==> src/xcrc_pkg.sv <==
`default_nettype none
// ----------------------------------------------------------------------------
// xcrc_pkg
// Shared types, character codes and the CRC-16 byte step for the
// XMODEM-CRC receiver.
// ----------------------------------------------------------------------------
package xcrc_pkg;

  localparam int DATA_LEN = 128;

  localparam logic [7:0] CH_SOH    = 8'h01;
  localparam logic [7:0] CH_EOT    = 8'h04;
  localparam logic [7:0] CH_ACK    = 8'h06;
  localparam logic [7:0] CH_NAK    = 8'h15;
  localparam logic [7:0] CH_CAN    = 8'h18;
  localparam logic [7:0] CH_PAD    = 8'h1A;
  localparam logic [7:0] CH_POKE   = 8'h43;
  localparam logic [7:0] CH_BREAK  = 8'h42;
  localparam logic [7:0] CH_BREAKL = 8'h62;

  localparam logic [15:0] CRC_POLY = 16'h1021;

  localparam logic [9:0] POKE_LIMIT_RESET = 10'd1000;

  // Frame byte positions
  localparam logic [7:0] IDX_BLOCK    = 8'd0;
  localparam logic [7:0] IDX_COMPL    = 8'd1;
  localparam logic [7:0] IDX_CRC_HIGH = 8'(2 + DATA_LEN);

  // Configuration register indexes
  localparam logic CFG_START_ADDRESS = 1'b0;
  localparam logic CFG_POKE_LIMIT    = 1'b1;

  // End-of-transfer status codes
  localparam logic [1:0] ST_SUCCESS     = 2'd0;
  localparam logic [1:0] ST_TIMEOUT     = 2'd1;
  localparam logic [1:0] ST_USER_CANCEL = 2'd2;
  localparam logic [1:0] ST_SEND_CANCEL = 2'd3;

  typedef enum logic [3:0] {
    PH_START  = 4'b0001,
    PH_FRAME  = 4'b0010,
    PH_HEADER = 4'b0100,
    PH_DONE   = 4'b1000
  } phase_t;

  typedef struct packed {
    logic        tx_valid;
    logic [7:0]  tx_byte;
    logic        data_valid;
    logic [7:0]  data_byte;
    logic [31:0] data_address;
    logic        frame_good;
    logic        frame_bad;
    logic        finished;
    logic [1:0]  status;
    logic [31:0] byte_total;
    logic        last;
  } result_t;

  // One byte through the CCITT CRC, MSB first.
  function automatic logic [15:0] crc_step(input logic [15:0] crc_in,
                                           input logic [7:0] data);
    logic [15:0] crc;
    crc = crc_in ^ {data, 8'h00};
    for (int b = 0; b < 8; b++) begin
      if (crc[15]) begin
        crc = {crc[14:0], 1'b0} ^ CRC_POLY;
      end else begin
        crc = {crc[14:0], 1'b0};
      end
    end
    return crc;
  endfunction

endpackage
`default_nettype wire

==> src/xmodem_crc_receiver_top.sv <==
`default_nettype none
// ----------------------------------------------------------------------------
// xmodem_crc_receiver_top
// Receive side of an XMODEM-CRC transfer: start pokes, frame checks, data out.
// ----------------------------------------------------------------------------
// Each result beat is written into the result queue and read out in order.
// Throughput: one input beat per cycle while in_stall is low; an EOT gives two result beats.
// Input stall is set by the fill of a three-entry result queue (two or more
// entries waiting), so a stalled output backs up the queue and then holds off the input.
// Reset (rst, synchronous) clears the protocol state, empties the queue and
// loads start_address = 0 and poke_limit = 1000.
module xmodem_crc_receiver_top (
  input  wire logic        clk,
  input  wire logic        rst,
  // configuration write port
  input  wire logic        cfg_write,
  input  wire logic        cfg_index,
  input  wire logic [31:0] cfg_data,
  // input channel
  input  wire logic        in_valid,
  output logic             in_stall,
  input  wire logic        kind,
  input  wire logic [7:0]  rx_byte,
  // result channel
  output logic             out_valid,
  input  wire logic        out_stall,
  output logic             tx_valid,
  output logic [7:0]       tx_byte,
  output logic             data_valid,
  output logic [7:0]       data_byte,
  output logic [31:0]      data_address,
  output logic             frame_good,
  output logic             frame_bad,
  output logic             finished,
  output logic [1:0]       status,
  output logic [31:0]      byte_total,
  output logic             last
);

  // --------------------------------------------------------------------------
  // Configuration registers
  // --------------------------------------------------------------------------
  logic [31:0] start_address;
  logic [9:0]  poke_limit;

  always_ff @(posedge clk) begin
    if (rst) begin
      start_address <= '0;
      poke_limit    <= xcrc_pkg::POKE_LIMIT_RESET;
    end else if (cfg_write) begin
      case (cfg_index)
        xcrc_pkg::CFG_START_ADDRESS: start_address <= cfg_data;
        xcrc_pkg::CFG_POKE_LIMIT:    poke_limit    <= cfg_data[9:0];
        default: ;
      endcase
    end
  end

  // --------------------------------------------------------------------------
  // Protocol state
  // --------------------------------------------------------------------------
  xcrc_pkg::phase_t phase, phase_next;
  logic [7:0]  frame_index, frame_index_next;
  logic [7:0]  block_byte, block_byte_next;
  logic [7:0]  block_complement, block_complement_next;
  logic [15:0] crc_running, crc_running_next;
  logic [7:0]  crc_high_received, crc_high_received_next;
  logic [7:0]  expected_block, expected_block_next;
  logic [31:0] address_offset, address_offset_next;
  logic [9:0]  poke_count, poke_count_next;
  logic [7:0]  frame_nonpad, frame_nonpad_next;
  logic [31:0] committed_total, committed_total_next;

  // Result queue: three entries, two may be pushed in one beat
  xcrc_pkg::result_t queue [3];
  logic [1:0] rd_ptr, wr_ptr, count;
  logic [1:0] push_count;
  xcrc_pkg::result_t res0, res1;

  logic in_accept, out_accept;
  logic timeout;
  logic [7:0] c;
  logic frame_ok;
  logic [31:0] pos;

  assign in_stall   = (count >= 2'd2);
  assign in_accept  = in_valid && !in_stall;
  assign out_valid  = (count != 2'd0);
  assign out_accept = out_valid && !out_stall;

  // A timeout inside a frame counts as a zero byte.
  assign timeout = kind;
  assign c       = kind ? 8'h00 : rx_byte;
  assign pos     = {24'h0, frame_index} - 32'd2;

  assign frame_ok = (block_byte == expected_block) &&
                    (block_complement == ~block_byte) &&
                    ({crc_high_received, c} == crc_running);

  function automatic logic [1:0] wrap3(input logic [1:0] p);
    return (p == 2'd2) ? 2'd0 : p + 2'd1;
  endfunction

  // --------------------------------------------------------------------------
  // Next state and result beats for one input beat
  // --------------------------------------------------------------------------
  always_comb begin
    phase_next             = phase;
    frame_index_next       = frame_index;
    block_byte_next        = block_byte;
    block_complement_next  = block_complement;
    crc_running_next       = crc_running;
    crc_high_received_next = crc_high_received;
    expected_block_next    = expected_block;
    address_offset_next    = address_offset;
    poke_count_next        = poke_count;
    frame_nonpad_next      = frame_nonpad;
    committed_total_next   = committed_total;
    res0       = '0;
    res1       = '0;
    push_count = 2'd0;

    case (phase)
      xcrc_pkg::PH_START, xcrc_pkg::PH_HEADER: begin
        if (timeout) begin
          // Poke only while waiting to start; drop timeouts between frames.
          if (phase == xcrc_pkg::PH_START) begin
            push_count      = 2'd1;
            res0.tx_valid   = 1'b1;
            res0.tx_byte    = xcrc_pkg::CH_POKE;
            poke_count_next = poke_count + 10'd1;
            if (poke_count_next >= poke_limit) begin
              res0.finished = 1'b1;
              res0.status   = xcrc_pkg::ST_TIMEOUT;
              phase_next    = xcrc_pkg::PH_DONE;
            end
          end
        end else if (phase == xcrc_pkg::PH_START &&
                     (c == xcrc_pkg::CH_BREAK || c == xcrc_pkg::CH_BREAKL)) begin
          push_count    = 2'd1;
          res0.finished = 1'b1;
          res0.status   = xcrc_pkg::ST_USER_CANCEL;
          phase_next    = xcrc_pkg::PH_DONE;
        end else if (c == xcrc_pkg::CH_SOH) begin
          // Open a frame: clear per-frame bookkeeping.
          phase_next             = xcrc_pkg::PH_FRAME;
          frame_index_next       = '0;
          block_byte_next        = '0;
          block_complement_next  = '0;
          crc_running_next       = '0;
          crc_high_received_next = '0;
          frame_nonpad_next      = '0;
        end else begin
          // Echo every other byte outside a frame.
          push_count    = 2'd1;
          res0.tx_valid = 1'b1;
          res0.tx_byte  = c;
          if (c == xcrc_pkg::CH_EOT) begin
            push_count    = 2'd2;
            res1.tx_valid = 1'b1;
            res1.tx_byte  = xcrc_pkg::CH_ACK;
            res1.finished = 1'b1;
            res1.status   = xcrc_pkg::ST_SUCCESS;
            phase_next    = xcrc_pkg::PH_DONE;
          end else if (c == xcrc_pkg::CH_CAN) begin
            res0.finished = 1'b1;
            res0.status   = xcrc_pkg::ST_SEND_CANCEL;
            phase_next    = xcrc_pkg::PH_DONE;
          end else begin
            phase_next      = xcrc_pkg::PH_START;
            poke_count_next = '0;
          end
        end
      end
      xcrc_pkg::PH_FRAME: begin
        frame_index_next = frame_index + 8'd1;
        if (frame_index == xcrc_pkg::IDX_BLOCK) begin
          block_byte_next = c;
        end else if (frame_index == xcrc_pkg::IDX_COMPL) begin
          block_complement_next = c;
        end else if (frame_index < xcrc_pkg::IDX_CRC_HIGH) begin
          push_count        = 2'd1;
          res0.data_valid   = 1'b1;
          res0.data_byte    = c;
          res0.data_address = start_address + address_offset + pos;
          crc_running_next  = xcrc_pkg::crc_step(crc_running, c);
          if (c != xcrc_pkg::CH_PAD) begin
            frame_nonpad_next = frame_nonpad + 8'd1;
          end
        end else if (frame_index == xcrc_pkg::IDX_CRC_HIGH) begin
          crc_high_received_next = c;
        end else begin
          // Last CRC byte closes the frame: commit or discard it.
          if (frame_ok) begin
            committed_total_next = committed_total + {24'h0, frame_nonpad};
            expected_block_next  = expected_block + 8'd1;
            address_offset_next  = address_offset + 32'(xcrc_pkg::DATA_LEN);
          end
          push_count      = 2'd1;
          res0.tx_valid   = 1'b1;
          res0.tx_byte    = frame_ok ? xcrc_pkg::CH_ACK : xcrc_pkg::CH_NAK;
          res0.frame_good = frame_ok;
          res0.frame_bad  = !frame_ok;
          phase_next      = xcrc_pkg::PH_HEADER;
        end
      end
      default: ;
    endcase

    res0.byte_total = committed_total_next;
    res1.byte_total = committed_total_next;
    res0.last       = (push_count == 2'd1);
    res1.last       = 1'b1;
  end

  always_ff @(posedge clk) begin
    if (rst) begin
      phase             <= xcrc_pkg::PH_START;
      frame_index       <= '0;
      block_byte        <= '0;
      block_complement  <= '0;
      crc_running       <= '0;
      crc_high_received <= '0;
      expected_block    <= 8'd1;
      address_offset    <= '0;
      poke_count        <= '0;
      frame_nonpad      <= '0;
      committed_total   <= '0;
    end else if (in_accept) begin
      phase             <= phase_next;
      frame_index       <= frame_index_next;
      block_byte        <= block_byte_next;
      block_complement  <= block_complement_next;
      crc_running       <= crc_running_next;
      crc_high_received <= crc_high_received_next;
      expected_block    <= expected_block_next;
      address_offset    <= address_offset_next;
      poke_count        <= poke_count_next;
      frame_nonpad      <= frame_nonpad_next;
      committed_total   <= committed_total_next;
    end
  end

  // --------------------------------------------------------------------------
  // Result queue: push the beats of an accepted input, pop on output accept
  // --------------------------------------------------------------------------
  logic [1:0] pushed, popped;
  assign pushed = in_accept ? push_count : 2'd0;
  assign popped = out_accept ? 2'd1 : 2'd0;

  always_ff @(posedge clk) begin
    if (pushed != 2'd0) begin
      queue[wr_ptr] <= res0;
    end
    if (pushed == 2'd2) begin
      queue[wrap3(wr_ptr)] <= res1;
    end
  end

  always_ff @(posedge clk) begin
    if (rst) begin
      rd_ptr <= '0;
      wr_ptr <= '0;
      count  <= '0;
    end else begin
      count <= count + pushed - popped;
      if (out_accept) begin
        rd_ptr <= wrap3(rd_ptr);
      end
      if (pushed == 2'd1) begin
        wr_ptr <= wrap3(wr_ptr);
      end else if (pushed == 2'd2) begin
        wr_ptr <= wrap3(wrap3(wr_ptr));
      end
    end
  end

  // Drive the head of the queue onto the result ports.
  assign tx_valid     = queue[rd_ptr].tx_valid;
  assign tx_byte      = queue[rd_ptr].tx_byte;
  assign data_valid   = queue[rd_ptr].data_valid;
  assign data_byte    = queue[rd_ptr].data_byte;
  assign data_address = queue[rd_ptr].data_address;
  assign frame_good   = queue[rd_ptr].frame_good;
  assign frame_bad    = queue[rd_ptr].frame_bad;
  assign finished     = queue[rd_ptr].finished;
  assign status       = queue[rd_ptr].status;
  assign byte_total   = queue[rd_ptr].byte_total;
  assign last         = queue[rd_ptr].last;

  // --------------------------------------------------------------------------
  // Assertions
  // --------------------------------------------------------------------------
  a_no_overflow: assert property (@(posedge clk) disable iff (rst)
    in_accept |-> ({1'b0, count} + {1'b0, push_count} <= 3'd3))
    else $error("result queue overflow");

  a_done_silent: assert property (@(posedge clk) disable iff (rst)
    (phase == xcrc_pkg::PH_DONE) |-> (push_count == 2'd0))
    else $error("result produced after the transfer ended");

  a_done_sticks: assert property (@(posedge clk) disable iff (rst)
    (phase == xcrc_pkg::PH_DONE) |=> (phase == xcrc_pkg::PH_DONE))
    else $error("left the finished phase without reset");

  a_finish_is_last: assert property (@(posedge clk) disable iff (rst)
    (out_valid && finished) |-> last)
    else $error("finishing beat not marked last");

  a_good_bad_excl: assert property (@(posedge clk) disable iff (rst)
    out_valid |-> !(frame_good && frame_bad))
    else $error("frame both committed and discarded");

endmodule
`default_nettype wire

==> config.mk <==
export PLATFORM = sky130hd
export DESIGN_NAME = xmodem_crc_receiver_top
export DESIGN_NICKNAME = d
export VERILOG_FILES = /design/src/xcrc_pkg.sv /design/src/xmodem_crc_receiver_top.sv
export SDC_FILE = /design/constraint.sdc
export NUM_CORES = 1
export LEC_CHECK = 0
export ABC_AREA = 1
export BUFFER_PORTS_ARGS = -buffer_cell sky130_fd_sc_hd__buf_2
export CAP_MARGIN = 20
export CORE_AREA = 2 2 298 271
export CTS_BUF_LIST = sky130_fd_sc_hd__clkbuf_8
export DETAILED_ROUTE_END_ITERATION = 16
export DIE_AREA = 0 0 300 273
export PLACE_DENSITY_LB_ADDON = 0.12
export SKIP_LAST_GASP = 1
export SYNTH_ARGS = -nofsm -noshare
export SYNTH_HDL_FRONTEND = slang
export SYNTH_SLANG_ARGS = --single-unit
==> constraint.sdc <==
create_clock -name clk -period 9.4 [get_ports clk]
set_input_delay 0.47 -clock clk [delete_from_list [all_inputs] [get_ports clk]]
set_output_delay 0.47 -clock clk [all_outputs]
set_load 0.005 [all_outputs]
; ---- Word level (Yosys, flattened, before mapping)
; Memory sizes are Yosys's and may differ from the RTL's. A register that Yosys moved wholly into a read port is not among the register bits.
; Index checks and enable logic that the tools add are counted.
[totals]
regBits = 190
mem_bits_rw = 264
input_bits = 47
output_inout_bits = 90
mem_count = 1
[op_classes]
add_sub_neg = 14
order_cmp = 3
eq_ne = 39
muxes = 142
bitwise_logic = 15
n_reduce_logical = 26
[mem_list]
columns = name, words, word_bits, read_ports, rd_ports_with_merged_regs, wr, line
row1 = queue, 3, 88, 1, 1, 2, xmodem_crc_receiver_top.sv:75  ; xcrc_pkg::result_t queue [3];
[op_table]
columns = operator, n
row1 = 2-to-1 mux 16 bit, 34
row2 = 2-to-1 mux 32 bit, 6
row3 = 2-to-1 mux 8 bit, 15
row4 = 2-to-1 mux 13 bit, 8
row5 = 2-to-1 mux 52 bit, 2
row6 = 2-to-1 mux 9 bit, 11
row7 = one-hot mux 8 bit (2 select lines), 5
row8 = adder 32 bit, 2
row9 = 2-to-1 mux 10 bit, 6
row10 = 2-to-1 mux 4 bit, 11
row11 = 2-to-1 mux 43 bit, 1
row12 = 2-to-1 mux 41 bit, 1
row13 = 2-to-1 mux 3 bit, 13
row14 = adder 32 x 8 -> 32 bit, 1
row15 = adder 32 x 8 -> 32 bit (second input constant), 1
row16 = inequality test 2 bit (second input constant), 16
row17 = one-hot mux 16 bit (2 select lines), 1
row18 = 2-to-1 mux 2 bit, 14
row19 = adder 8 x 1 -> 8 bit (second input constant), 3
row20 = NOT 3 bit, 8
row21 = AND reduction 7 bit, 3
row22 = one-hot mux 9 bit (2 select lines), 1
row23 = AND reduction 9 bit, 2
row24 = equality test 16 bit, 1
row25 = other kinds (39), 73

; ---- Longest topological paths before layout
[depth]
word_depth = 50
mapped_depth = 22
depth_no_buf = 22

; ---- Worst setup path before layout
; No wires, ideal clock.
[synth_timing]
path_kind = reg-to-reg
start = register frame_index[4]
end = memory queue[2][68] in the netlist's numbering
setup_time_ns = 0.114
t_arrival_ns = 4.154
t_required_ns = 9.286
slack_ns = 5.131
stages_incl_launch_ff = 19
path_buffers = 0
period_less_slack_ns = 4.269
cell_sequence = dfxtp_1 nor2_1 nand2_1 inv_2 nand2_1 nor2_1 fa_1 ha_1 nand2_1 inv_1 nand3_1 o21ai_0 nand2_1 nand2_1 nand4_1 nand2_1 nand2_1 nand4_1 nand2_1
[synth_lines]
columns = item, line
row1 = "start, declared", xmodem_crc_receiver_top.sv:63  ; logic [7:0] frame_index, frame_index_next;
row2 = "start signal, assigned", xmodem_crc_receiver_top.sv:231  ; frame_index <= frame_index_next;
row3 = "end, declared", xmodem_crc_receiver_top.sv:75

==> summary.txt <==
Run status
  • Outcome: completed

Logic synthesis
  • Unique masters post-synth: 53
  • Syn nets: 3296
  • Ys Warns: 0
  • Most used flip-flop cell after synthesis: dfxtp_1
  • #FFs+latches synth: 449
  • Cell count after synthesis: 3153
  • Post-synthesis adder-cell area fraction: 5.955%
  • Cell taking the most area after synthesis: dfxtp_1
  • Synth async-reset ratio: 0%
  • Top cells by area, synth: dfxtp_1 29%, edfxtp_1 14%, nand2_1 10%
  • Sequential area share after synthesis: 42.95%
  • Post-synthesis compound-gate area fraction: 17.85%
  • Mux cell area share after synthesis: 0%
  • Cell Area, Synth: 23450 um^2
  • Syn avg cell area: 7.437 um^2
  • Largest family of logic cells by synthesized area: simple AND/OR/NAND/NOR gates
  • Post-synth EDFFs: 108
  • Post-Synth Simple-Gate Area: 22.31%
  • Xor/xnor share of the synthesized area: 2.615%
  • Top-area cell type share of the netlist area: 29.11%

Global routing
  • Vias in the first global route: 20192
  • Initial antenna violation count: 7
  • Remaining global-route overflow: 0
  • Largest net degree at the start of global routing: 89
  • Total track usage: 19.30%
  • First-pass GRT wire length: 122700 um

Clock network
  • CTS buffer count: 82
  • Clock Sinks: 449
  • CTS tree: done
  • H-tree levels: 3
  • Clk Latency, worst-skew pair: 690 ps
  • Clock slew at reported path FFs: 60 ps
  • Clk buf depth: 3
  • Clock Tree Root: clkbuf_8

Floorplanning
  • Initial Util: 29.79%
  • Core area: 78720 um^2
  • Row count: 98
  • Die Ht: 273 um
  • Die area: 81900 um^2
  • Io pins: 137
  • Die Wd: 300 um

Worst hold path
  • Worst hold stages: 3
  • Hold Crit Start: cfg_data[8]
  • Class of the worst hold path: in -> reg
  • WHS Endpoint: poke_limit[8]

Flow run
  • Max-Cap Viols: 0

Pwr
  • VDD IR max: 0.1128 mV
  • Cell Pwr Density: 248.5 nW/um^2
  • Pleak: 0.01123 uW
  • Total power: 6716 uW

Detailed routing
  • Post-route ant nets: 0
  • Initial DRC Count: 1567
  • Wire length per cell: 18.21 um
  • DRC viols: 0
  • 1st-pass router iterations: 8
  • Vias post-DR: 21087
  • Via-per-instance ratio: 4.802
  • Drt total wl: 79960 um

STA
  • Minimum clock period: 5604 ps
  • Final setup viols: 0
  • Final WS setup: 3796 ps
  • Tcrit/Tclk final: 59.61%
  • RSZ-0062 raised after global routing: no
  • Pins Over Slew Limit: 0
  • Worst hold slack: 76.18 ps
  • Final hold violations: 0
  • F_max: 0.1785 GHz
  • Setup TNS: 0 ps
  • Max-slew headroom: 29.57%
  • Worst Skew: 47.18 ps
  • Worst-Margin Slew: 1055 ps

Final layout
  • Layout cells sized above 1: 9.641%
  • P&R area growth vs syn: 15.27%
  • Final Cell Area: 27030 um^2
  • Nets: 3421

Worst setup path
  • Worst r2r path cells: 13
  • Worst endpoint required time: 9910 ps
  • Critical path endpoint category: flop
  • R2R setup slack: 3800 ps
  • FF-to-FF End: queue[1][30]
  • Crit path arrival time: 6110 ps
  • Reg2reg start: count[1]
  • CP max FO: 51
  • Crit Path Category: reg -> reg
  • CP Launch Type: flop

Placement
  • Global placement routability congestion: 0.8865
  • Pre-CTS WS: 3099 ps
  • # port buffers: 136
  • Half-perimeter wire length after placement: 56390 um
  • DP Area: 25090 um^2
-- critical path, cell delays in order, from the launching register on --
cell	delay, ps
dfxtp_1	390
nor2_4	130
buf_4	430
clkinv_1	840
nor2_1	450
inv_1	110
ha_1	250
nor2_1	810
clkinv_1	160
buf_4	330
nand2_4	440
buf_16	320
inv_2	460
a21oi_1	270
-- where the power goes --
part	total [uW]	switching, uW	internal, uW
clock network	1910	890	1020
registers	2540	166	2370
logic	2270	1540	724
-- cell usage in the layout, fill, tap and decap left out, types with 3 or more instances in the layout --
| cell | count |
|---|---|
| nor3_1 | 48 |
| nand3_1 | 89 |
| a21oi_1 | 362 |
| nor4_1 | 13 |
| a31oi_1 | 4 |
| inv_1 | 382 |
| nor3_2 | 4 |
| a211oi_1 | 17 |
| a21boi_0 | 4 |
| ha_1 | 70 |
| nor2_1 | 375 |
| or2_2 | 6 |
| o22ai_1 | 63 |
| o21ai_1 | 6 |
| xor2_1 | 50 |
| xnor2_1 | 20 |
| nand3b_1 | 8 |
| clkinv_8 | 3 |
| edfxtp_1 | 108 |
| nand2_1 | 620 |
| fa_1 | 26 |
| o211ai_1 | 18 |
| dfxtp_1 | 339 |
| a22o_1 | 7 |
| clkinv_1 | 4 |
| and2_1 | 5 |
| o21bai_1 | 9 |
| nand4_1 | 59 |
| a21o_1 | 9 |
| nor2_4 | 6 |
| buf_4 | 21 |
| clkbuf_8 | 99 |
| buf_2 | 136 |
| o21ai_0 | 268 |
| inv_2 | 9 |
| dlygate4sd3_1 | 22 |
| clkinv_2 | 11 |
| nor2_2 | 7 |
-- logic make-up (layout without fill, tap and decap cells) --
logic type,after synthesis,after routing
flip-flops,449,449
AO/OA/AOI/OAI,778,778
adder cells (fa/ha/maj),96,96
other,0,1
AND/OR/NAND/NOR,1251,1251
XOR/XNOR,70,70
buffers and inverters,509,696
-- worst max-delay path by stage --
stage	start	endpoint	depth (start not counted)
final	count[1]	queue[1][30]	13
after global routing	count[1]	queue[1][30]	13
after CTS	count[1]	queue[1][30]	12
after detailed placement	in_valid	queue[1][30]	14
after global placement	in_valid	queue[1][23]	14
after floorplan	frame_index[4]	queue[2][68]	18
-- metrics by stage --
step	utilization [%]	instances
CTS	34.28	4388
global placement	31.87	4220
detailed placement	31.87	4220
floorplan	-	3153
finish	34.33	4391
global route	34.33	4391
-- cell type report --
cell class              instances  area [um^2]
fillers                      8539        51690
well taps                    1050         1314
inverters                     369         1389
multi-input cells            2195        11470
clock buffers                  99         1363
flip-flops and latches        449        10070
repair buffers                181         1101
diodes                          1        2.502
clock inverters                47        312.8
-- synth_stat cells (all sizes together) (7+ instances only) --
cell type / instances
a21oi: 362
o22ai: 63
a21o: 9
nand3: 91
nor4: 14
clkbuf: 113
nand4: 60
xor2: 50
a211oi: 17
o21bai: 9
nor2: 388
nor3: 52
inv: 364
a22o: 7
buf: 27
dfxtp: 341
ha: 70
o211ai: 18
nand3b: 8
o21ai: 275
nand2: 624
fa: 26
xnor2: 20
edfxtp: 108
-- registers in the layout, indices dropped and copies added (netlist names), named ones only --
name               flops
address_offset        25
block_byte             8
block_complement       8
committed_total       32
count                  2
crc_high_received      8
crc_running           16
expected_block         8
frame_index            8
frame_nonpad           8
phase                  4
poke_count            10
poke_limit            10
queue                264
rd_ptr                 2
start_address         32
wr_ptr                 2
-- timing repair --
item                      in CTS  in global routing
buffers inserted               0                  0
gates resized for setup        0                  0
hold buffers                  22                  0
hold endpoints to repair      22                  0
-- per-layer routing --
layer	vias up	wire, um	track usage (%)
met1	9720	40750	28.71
met2	522	32390	27.56
met3	117	4884	4.150
met4	10	1864	5.842
met5	-	66	0
li1	10718	-	-
Power figures use the tool's default switching activity.
